File: src/quoted_scalar_escaper_defines.svh
// ----------------------------------------------------------------------------
// Quoted scalar escaper assertion macros
// Shared concurrent assertion forms, clocked on clk and disabled in reset.
// ----------------------------------------------------------------------------
`ifndef QUOTED_SCALAR_ESCAPER_DEFINES_SVH
`define QUOTED_SCALAR_ESCAPER_DEFINES_SVH

// Same-cycle implication.
`define QSE_ASSERT_IMP(lbl, ante, cons, msg) \
	lbl: assert property (@(posedge clk) disable iff (!arst_n) (ante) |-> (cons)) \
		else $error(msg);

// Next-cycle implication.
`define QSE_ASSERT_NXT(lbl, ante, cons, msg) \
	lbl: assert property (@(posedge clk) disable iff (!arst_n) (ante) |=> (cons)) \
		else $error(msg);

`endif

File: src/qse_pkg.sv
// ----------------------------------------------------------------------------
// Quoted scalar escaper package
// Types, character constants and helpers shared by the escaper modules.
// ----------------------------------------------------------------------------
package qse_pkg;

	typedef logic [20:0] cp_t;
	typedef logic [3:0]  len_t;

	typedef enum logic [2:0] {
		KIND_PLAIN,
		KIND_PAIR,
		KIND_HEX2,
		KIND_HEX8,
		KIND_EMPTY
	} kind_t;

	// One classified input item, waiting to be expanded into output characters.
	typedef struct packed {
		kind_t kind;
		cp_t   cp;     // the character, or the escape letter for a two-character escape
		logic  first;
		logic  last;
		len_t  len;    // number of outputs this item produces
	} desc_t;

	localparam int unsigned FifoDepth = 2;

	localparam cp_t CH_QUOTE  = 21'h22;
	localparam cp_t CH_BSLASH = 21'h5c;
	localparam cp_t CH_TAB    = 21'h09;
	localparam cp_t CH_NL     = 21'h0a;
	localparam cp_t CH_N      = 21'h6e;
	localparam cp_t CH_T      = 21'h74;
	localparam cp_t CH_X      = 21'h78;
	localparam cp_t CH_U      = 21'h55;
	localparam cp_t CH_ZERO   = 21'h30;
	localparam cp_t CH_SPACE  = 21'h20;
	localparam cp_t CH_DEL    = 21'h7f;
	localparam cp_t CH_C1_END = 21'h9f;
	localparam cp_t CH_LSEP   = 21'h2028;
	localparam cp_t CH_PSEP   = 21'h2029;
	localparam cp_t CH_NONCH  = 21'hfffe;
	// Offset that maps nibble values 10..15 onto 'a'..'f'.
	localparam cp_t CH_ALPHA_OFS = 21'h57;

	localparam len_t LEN_PLAIN = 4'd1;
	localparam len_t LEN_PAIR  = 4'd2;
	localparam len_t LEN_HEX2  = 4'd4;
	localparam len_t LEN_HEX8  = 4'd10;

	function automatic cp_t hex_char(input logic [3:0] nib);
		cp_t r;
		if (nib < 4'd10) begin
			r = CH_ZERO + cp_t'(nib);
		end else begin
			r = CH_ALPHA_OFS + cp_t'(nib);
		end
		return r;
	endfunction

endpackage

File: src/qse_front.sv
// ----------------------------------------------------------------------------
// Quoted scalar escaper front end
// Accepts input items and classifies each into an escape kind and length.
// ----------------------------------------------------------------------------
module qse_front (
	input  logic             clk,
	input  logic             arst_n,
	input  logic             in_valid,
	output logic             in_ready,
	input  qse_pkg::cp_t     code_point,
	input  logic             first_char,
	input  logic             last_char,
	input  logic             empty_marker,
	output logic             desc_valid,
	input  logic             desc_ready,
	output qse_pkg::desc_t   desc
);

	logic           valid_s1;
	qse_pkg::desc_t desc_s1;
	qse_pkg::desc_t cls;
	qse_pkg::len_t  body_len;
	logic           take;

	assign in_ready   = !valid_s1 || desc_ready;
	assign take       = in_valid && in_ready;
	assign desc_valid = valid_s1;
	assign desc       = desc_s1;

	always_comb begin
		cls.cp    = code_point;
		cls.first = first_char;
		cls.last  = last_char;
		cls.kind  = qse_pkg::KIND_PLAIN;
		body_len  = qse_pkg::LEN_PLAIN;
		if (empty_marker) begin
			cls.kind  = qse_pkg::KIND_EMPTY;
			cls.first = 1'b0;
			cls.last  = 1'b0;
			body_len  = qse_pkg::LEN_PAIR;
		end else if (code_point == qse_pkg::CH_BSLASH || code_point == qse_pkg::CH_QUOTE) begin
			cls.kind = qse_pkg::KIND_PAIR;
			body_len = qse_pkg::LEN_PAIR;
		end else if (code_point == qse_pkg::CH_NL) begin
			cls.kind = qse_pkg::KIND_PAIR;
			cls.cp   = qse_pkg::CH_N;
			body_len = qse_pkg::LEN_PAIR;
		end else if (code_point == qse_pkg::CH_TAB) begin
			cls.kind = qse_pkg::KIND_PAIR;
			cls.cp   = qse_pkg::CH_T;
			body_len = qse_pkg::LEN_PAIR;
		end else if (code_point < qse_pkg::CH_SPACE ||
				(code_point >= qse_pkg::CH_DEL && code_point <= qse_pkg::CH_C1_END)) begin
			cls.kind = qse_pkg::KIND_HEX2;
			body_len = qse_pkg::LEN_HEX2;
		end else if (code_point == qse_pkg::CH_LSEP || code_point == qse_pkg::CH_PSEP ||
				code_point >= qse_pkg::CH_NONCH) begin
			cls.kind = qse_pkg::KIND_HEX8;
			body_len = qse_pkg::LEN_HEX8;
		end
		cls.len = body_len + qse_pkg::len_t'(cls.first) + qse_pkg::len_t'(cls.last);
	end

	always_ff @(posedge clk or negedge arst_n) begin
		if (!arst_n) begin
			valid_s1 <= 1'b0;
		end else if (in_ready) begin
			valid_s1 <= in_valid;
		end
	end

	always_ff @(posedge clk) begin
		if (take) begin
			desc_s1 <= cls;
		end
	end

endmodule

File: src/qse_fifo.sv
// ----------------------------------------------------------------------------
// Quoted scalar escaper item queue
// Short register queue of classified items between front and back end.
// ----------------------------------------------------------------------------
`include "quoted_scalar_escaper_defines.svh"

module qse_fifo (
	input  logic           clk,
	input  logic           arst_n,
	input  logic           push,
	output logic           push_ready,
	input  qse_pkg::desc_t push_desc,
	output logic           head_valid,
	output qse_pkg::desc_t head,
	input  logic           pop
);

	localparam int unsigned PtrW = (qse_pkg::FifoDepth > 1) ? $clog2(qse_pkg::FifoDepth) : 1;
	localparam int unsigned CntW = $clog2(qse_pkg::FifoDepth + 1);
	localparam logic [CntW-1:0] Full = CntW'(qse_pkg::FifoDepth);
	localparam logic [PtrW-1:0] LastIdx = PtrW'(qse_pkg::FifoDepth - 1);

	qse_pkg::desc_t      mem_q [qse_pkg::FifoDepth];
	logic [PtrW-1:0]     wr_ptr_q;
	logic [PtrW-1:0]     rd_ptr_q;
	logic [CntW-1:0]     count_q;
	logic                wr_en;
	logic                rd_en;

	assign push_ready = (count_q != Full);
	assign head_valid = (count_q != '0);
	assign head       = mem_q[rd_ptr_q];
	assign wr_en      = push && push_ready;
	assign rd_en      = pop && head_valid;

	always_ff @(posedge clk or negedge arst_n) begin
		if (!arst_n) begin
			wr_ptr_q <= '0;
			rd_ptr_q <= '0;
			count_q  <= '0;
		end else begin
			if (wr_en) begin
				wr_ptr_q <= (wr_ptr_q == LastIdx) ? '0 : wr_ptr_q + 1'b1;
			end
			if (rd_en) begin
				rd_ptr_q <= (rd_ptr_q == LastIdx) ? '0 : rd_ptr_q + 1'b1;
			end
			if (wr_en && !rd_en) begin
				count_q <= count_q + 1'b1;
			end else if (rd_en && !wr_en) begin
				count_q <= count_q - 1'b1;
			end
		end
	end

	always_ff @(posedge clk) begin
		if (wr_en) begin
			mem_q[wr_ptr_q] <= push_desc;
		end
	end

	`QSE_ASSERT_IMP(a_count_range, 1'b1, count_q <= Full, "queue count above depth")
	`QSE_ASSERT_IMP(a_pop_nonempty, pop, count_q != '0, "pop from empty queue")

endmodule

File: src/qse_back.sv
// ----------------------------------------------------------------------------
// Quoted scalar escaper back end
// Expands the queue head into output characters, one per cycle unless held.
// ----------------------------------------------------------------------------
`include "quoted_scalar_escaper_defines.svh"

module qse_back (
	input  logic           clk,
	input  logic           arst_n,
	input  logic           head_valid,
	input  qse_pkg::desc_t head,
	output logic           pop,
	output logic           out_valid,
	input  logic           out_ready,
	output qse_pkg::cp_t   out_char,
	output logic           out_last
);

	qse_pkg::len_t pos_q;
	logic          out_valid_q;
	qse_pkg::cp_t  out_char_q;
	logic          out_last_q;

	logic          load;
	logic          fire;
	logic          at_end;
	qse_pkg::len_t body_idx;
	logic [2:0]    nib_idx;
	logic [31:0]   wide_cp;
	logic [3:0]    nib8;
	qse_pkg::cp_t  ch;

	assign load     = !out_valid_q || out_ready;
	assign fire     = head_valid && load;
	assign at_end   = (pos_q == head.len - 1'b1);
	assign pop      = fire && at_end;
	assign body_idx = pos_q - qse_pkg::len_t'(head.first);
	// Digits of the long escape run from the top nibble at body position two.
	assign nib_idx  = 3'(4'd9 - body_idx);
	assign wide_cp  = {11'b0, head.cp};
	assign nib8     = wide_cp[nib_idx*4 +: 4];

	always_comb begin
		ch = qse_pkg::CH_QUOTE;
		if (head.first && pos_q == '0) begin
			ch = qse_pkg::CH_QUOTE;
		end else if (head.last && at_end) begin
			ch = qse_pkg::CH_QUOTE;
		end else begin
			unique case (head.kind)
				qse_pkg::KIND_PLAIN: ch = head.cp;
				qse_pkg::KIND_PAIR:  ch = (body_idx == '0) ? qse_pkg::CH_BSLASH : head.cp;
				qse_pkg::KIND_HEX2: begin
					case (body_idx)
						4'd0:    ch = qse_pkg::CH_BSLASH;
						4'd1:    ch = qse_pkg::CH_X;
						4'd2:    ch = qse_pkg::hex_char(head.cp[7:4]);
						default: ch = qse_pkg::hex_char(head.cp[3:0]);
					endcase
				end
				qse_pkg::KIND_HEX8: begin
					case (body_idx)
						4'd0:    ch = qse_pkg::CH_BSLASH;
						4'd1:    ch = qse_pkg::CH_U;
						default: ch = qse_pkg::hex_char(nib8);
					endcase
				end
				qse_pkg::KIND_EMPTY: ch = qse_pkg::CH_QUOTE;
				default:             ch = head.cp;
			endcase
		end
	end

	always_ff @(posedge clk or negedge arst_n) begin
		if (!arst_n) begin
			out_valid_q <= 1'b0;
			pos_q       <= '0;
		end else begin
			if (load) begin
				out_valid_q <= head_valid;
			end
			if (fire) begin
				pos_q <= at_end ? '0 : pos_q + 1'b1;
			end
		end
	end

	always_ff @(posedge clk) begin
		if (fire) begin
			out_char_q <= ch;
			out_last_q <= at_end;
		end
	end

	assign out_valid = out_valid_q;
	assign out_char  = out_char_q;
	assign out_last  = out_last_q;

	`QSE_ASSERT_IMP(a_pos_in_run, head_valid, pos_q < head.len, "run position past item length")
	`QSE_ASSERT_NXT(a_pop_marks_last, pop, out_valid && out_last, "item retired without last output")

endmodule

File: src/quoted_scalar_escaper.sv
// ----------------------------------------------------------------------------
// Quoted scalar escaper
// Turns a stream of string code points into double-quoted, escaped text.
// ----------------------------------------------------------------------------
// Usage:
// The slave stream carries one code point per transfer in s_axis_tdata, the
// first-character mark and the empty-string marker in s_axis_tuser, and the
// last-character mark in s_axis_tlast. The master stream carries one output
// code point per transfer, with m_axis_tlast set on the final output that an
// input item produces.
// Each item yields 1 to 12 outputs. The back end emits one output per cycle
// while the receiver is ready, so the sustained rate is one item per cycle
// for plain characters without quote marks; an escape holds the back end
// until all its outputs are emitted, while the front end and a two-entry
// queue keep taking items until the queue fills. The first output of an item
// passes through the front stage register, the queue and the output register.
// Reset empties the stage register, the queue and the output register, and
// clears the back end's run position. When the receiver holds m_axis_tready
// low the output register holds its transfer, the back end stops and input
// stalls once the queue and front stage are full.
// ----------------------------------------------------------------------------
module quoted_scalar_escaper (
	input  logic        clk,
	input  logic        arst_n,
	input  logic        s_axis_tvalid,
	output logic        s_axis_tready,
	input  logic [23:0] s_axis_tdata,   // [20:0] code_point, [23:21] zero
	input  logic [1:0]  s_axis_tuser,   // [0] first_char, [1] empty_marker
	input  logic        s_axis_tlast,   // last_char
	output logic        m_axis_tvalid,
	input  logic        m_axis_tready,
	output logic [23:0] m_axis_tdata,   // [20:0] out_char, [23:21] zero
	output logic        m_axis_tlast    // last_of_run
);

	logic           push;
	logic           push_ready;
	qse_pkg::desc_t push_desc;
	logic           head_valid;
	qse_pkg::desc_t head;
	logic           pop;
	qse_pkg::cp_t   out_char;

	qse_front u_front (
		.clk          (clk),
		.arst_n       (arst_n),
		.in_valid     (s_axis_tvalid),
		.in_ready     (s_axis_tready),
		.code_point   (s_axis_tdata[20:0]),
		.first_char   (s_axis_tuser[0]),
		.last_char    (s_axis_tlast),
		.empty_marker (s_axis_tuser[1]),
		.desc_valid   (push),
		.desc_ready   (push_ready),
		.desc         (push_desc)
	);

	qse_fifo u_fifo (
		.clk        (clk),
		.arst_n     (arst_n),
		.push       (push),
		.push_ready (push_ready),
		.push_desc  (push_desc),
		.head_valid (head_valid),
		.head       (head),
		.pop        (pop)
	);

	qse_back u_back (
		.clk        (clk),
		.arst_n     (arst_n),
		.head_valid (head_valid),
		.head       (head),
		.pop        (pop),
		.out_valid  (m_axis_tvalid),
		.out_ready  (m_axis_tready),
		.out_char   (out_char),
		.out_last   (m_axis_tlast)
	);

	assign m_axis_tdata = {3'b000, out_char};

endmodule
File: config.mk
export PLATFORM = sky130hd
export DESIGN_NAME = quoted_scalar_escaper
export DESIGN_NICKNAME = d
export VERILOG_FILES = /design/src/qse_pkg.sv /design/src/qse_front.sv /design/src/qse_fifo.sv /design/src/qse_back.sv /design/src/quoted_scalar_escaper.sv
export VERILOG_INCLUDE_DIRS = /design/src /design/src/src
export SDC_FILE = /design/constraint.sdc
export NUM_CORES = 1
export LEC_CHECK = 0
export BUFFER_PORTS_ARGS = -buffer_cell sky130_fd_sc_hd__clkbuf_2
export CORE_MARGIN = 8
export CORE_UTILIZATION = 25
export DETAILED_ROUTE_END_ITERATION = 12
export PLACE_DENSITY = 0.49
export SETUP_SLACK_MARGIN = 0.4
export SLEW_MARGIN = 20
export SYNTH_ARGS = -nofsm -noshare
export SYNTH_HDL_FRONTEND = slang
export SYNTH_HIERARCHICAL = 1
export SYNTH_SLANG_ARGS = --single-unit
File: constraint.sdc
create_clock -name clk -period 4.38 [get_ports clk]
set_input_delay 0 -clock clk [delete_from_list [all_inputs] [get_ports clk]]
set_output_delay 0 -clock clk [all_outputs]
set_load 0.1 [all_outputs]
==> impl_metrics.ini <==
[global_route]
grt_pass1_wl_mm = 21.3
use_met3_pct = 2.24
use_met1_pct = 11.6
busiest_layer = met2
grtUsageTotal_pct = 9.38
grt_remaining_overflow = 0
grt_max_degree = 31
use_met2_pct = 15.4
grt_pass1_vias = 4022
antenna_found_initial = 0

[clock_tree]
cts.reportedPaths.clkPinSlew_ns = 0.06
cts_buffers = 17
h-tree-depth = 4
clock_sinks = 122
clk_latency_ns = 0.41
cts_hold_buffers = 28
cts_resized = 0
post_cts_buffers = 0
cts_tree = done
cts_buffer_depth = 2
root_buffer = clkbuf_16

[floorplan]
die-area_um2 = 29600
core_area_um2 = 24100
die_y_um = 172
rows = 57
num_io_pins = 58
start_util_pct = 25.2
die_w_um = 172

[drt]
vias = 3798
drtPass1Iterations = 4
wl_mm = 13.0
vias_per_cell = 4.34
wire_per_inst_um = 14.9
drcViolationCount = 0
drtAntennaViolNets = 0
drtIter0Drc = 261

[cells_and_area]
regArea_um2 = 3610
final_cells = 875
syn_to_final_growth_pct = 22.5
multi_input_area_um2 = 2220
drive_above_1_share_pct = 25.8
antenna_cells = 0
n_fill_cell = 2467
final_nets = 580

[timing]
finClkSkew_ns = 0.00506
rsz0062_at_grt = false
min_period_over_period_pct = 79.4
clock.fmax_mhz = 288
tightest_slew_ns = 0.897
whs_ns = 0.0240
setup_slack_ns = 0.902
max_slew_margin_pct = 40.1
hold_violations = 0
setup_violations = 0
maxSlewViolCount = 0
fin_crit_ns = 3.48
fin_tns_setup_ns = 0

[logic_synthesis]
syn_area_um2 = 6080
yosys-top-cells-count = edfxtp_1 (112), mux2_2 (32), nor2_1 (25)
synth_edf_count = 112
yosys_warnings = 6
yosys.area.top_type_share_pct = 55.3
synth_ff_type = edfxtp_1
syn_avg_cell_area_um2 = 13.0
synth_seq_cells = 122
yosysSeqAreaShare_pct = 59.4
yosysTopAreaCell = edfxtp_1
synth.most_common_cell = edfxtp_1
async_reset_ff_share_pct = 8.20
yosys-top-cells-area = edfxtp_1 (55%), mux2_2 (5.9%), dfrtp_1 (4.1%), ha_1 (2.1%), and2_1 (1.9%)
synthCells = 469
yosys.cell_types.count = 70

[outcome]
status = finished clean

[worst_setup_path]
critPathMaxFanout = 13
reg2regPathDepth = 12
required_ns = 4.66
start_kind = flop
arrival_ns = 3.76
crit_path_end_kind = flop
crit_type = flop to flop

[place]
place.detailed.hpwl_mm = 9.56
place_congestion = 0.783
dpl_worst_slack_ns = 0.914
port_buffers = 51
dp.cells = 815

[hold_path]
hold_depth = 2
hold_path_class = primary input to flop

[job]
maxCapViolCount = 0
==> flip-flops by register name (all words and copies together) (netlist names) <==
| signal | count |
|---|---|
| u_back/pos_q | 4 |
| u_fifo/mem_q | 60 |
| u_fifo/wr_ptr_q | 1 |
| u_back/out_valid | 1 |
| u_fifo/rd_ptr_q | 1 |
| u_front/desc | 30 |
| u_back/out_last | 1 |
| u_back/out_char | 21 |
| u_fifo/count_q | 2 |
| u_front/desc_valid | 1 |
==> path summary, 6_finish.rpt <==
| kind | startpoint | endpoint | slack, ns |
|---|---|---|---|
| worst min register to register | u_front/desc[28] | u_fifo/mem_q[1][28] | 0.44 |
| worst max register to register | u_fifo/rd_ptr_q | u_back/out_char[2] | 0.90 |
| min in group asynchronous | arst_n | u_back/out_valid | 0.60 |
| worst max-delay path | u_fifo/rd_ptr_q | u_back/out_char[2] | 0.90 |
| worst min-delay path | s_axis_tdata[0] | u_front/desc[9] | 0.02 |
| max in group asynchronous | arst_n | u_back/pos_q[2] | 3.46 |
==> final cells by class <==
| class | instances | area share, % |
|---|---|---|
| clock inverters | 14 | 1.85 |
| multi-input cells | 295 | 29.8 |
| flip-flops and latches | 122 | 48.5 |
| inverters | 17 | 0.857 |
| repair buffers | 85 | 7.80 |
| well taps | 324 | 5.44 |
| clock buffers | 18 | 5.76 |
==> critical path, cell delays in order, from the launching register on <==
cell and delay, ns:
dfrtp_1 0.35, mux2_2 0.37, ha_1 0.20, buf_4 0.19, xor2_1 0.29, mux4_2 0.55
and2_1 0.16, nor3_2 0.28, ha_1 0.22, nand2_1 0.07, or3_1 0.32, a21oi_1 0.15
o221a_1 0.19
==> cell usage in the layout, fill, tap and decap left out, types with 12 or more instances in the layout <==
cell and instances:
a21oi_1 19, and2_1 18, clkbuf_16 17, clkbuf_2 51, dlygate4sd3_1 28, edfxtp_1 112
inv_1 17, mux2_2 32, nand2_1 23, nor2_1 24, nor3_1 17, o21ai_0 16
xnor2_1 12
==> per-stage QoR <==
step | utilization (%) | instance area, µm²
after floorplan | - | 6090
after global placement | 27.4 | 6600
after detailed placement | 27.4 | 6600
after CTS | 30.9 | 7450
after global routing | 30.9 | 7450
final | 30.9 | 7450
==> kinds of logic (layout without fill, tap and decap cells) <==
logic type | Yosys count | count (layout) | synth area share, %
compound gates | 73 | 73 | 7.70
xor+xnor | 20 | 20 | 3.44
other cells | 1 | 3 | 0.0617
simple gates | 145 | 145 | 14.7
flops | 122 | 122 | 59.4
mux | 43 | 43 | 7.95
fa+ha+maj | 11 | 11 | 2.39
buf+inv | 54 | 134 | 4.32
==> per-layer routing <==
layer  up-vias  routed length, µm
met4         0                228
met3        17                465
met5         -                  0
li1       1868                  -
met2        66               6230
met1      1847               6070
Power is left out: the tool's default activity adds up to more than one toggle a clock period on the data nets, which glitch-free logic cannot reach.
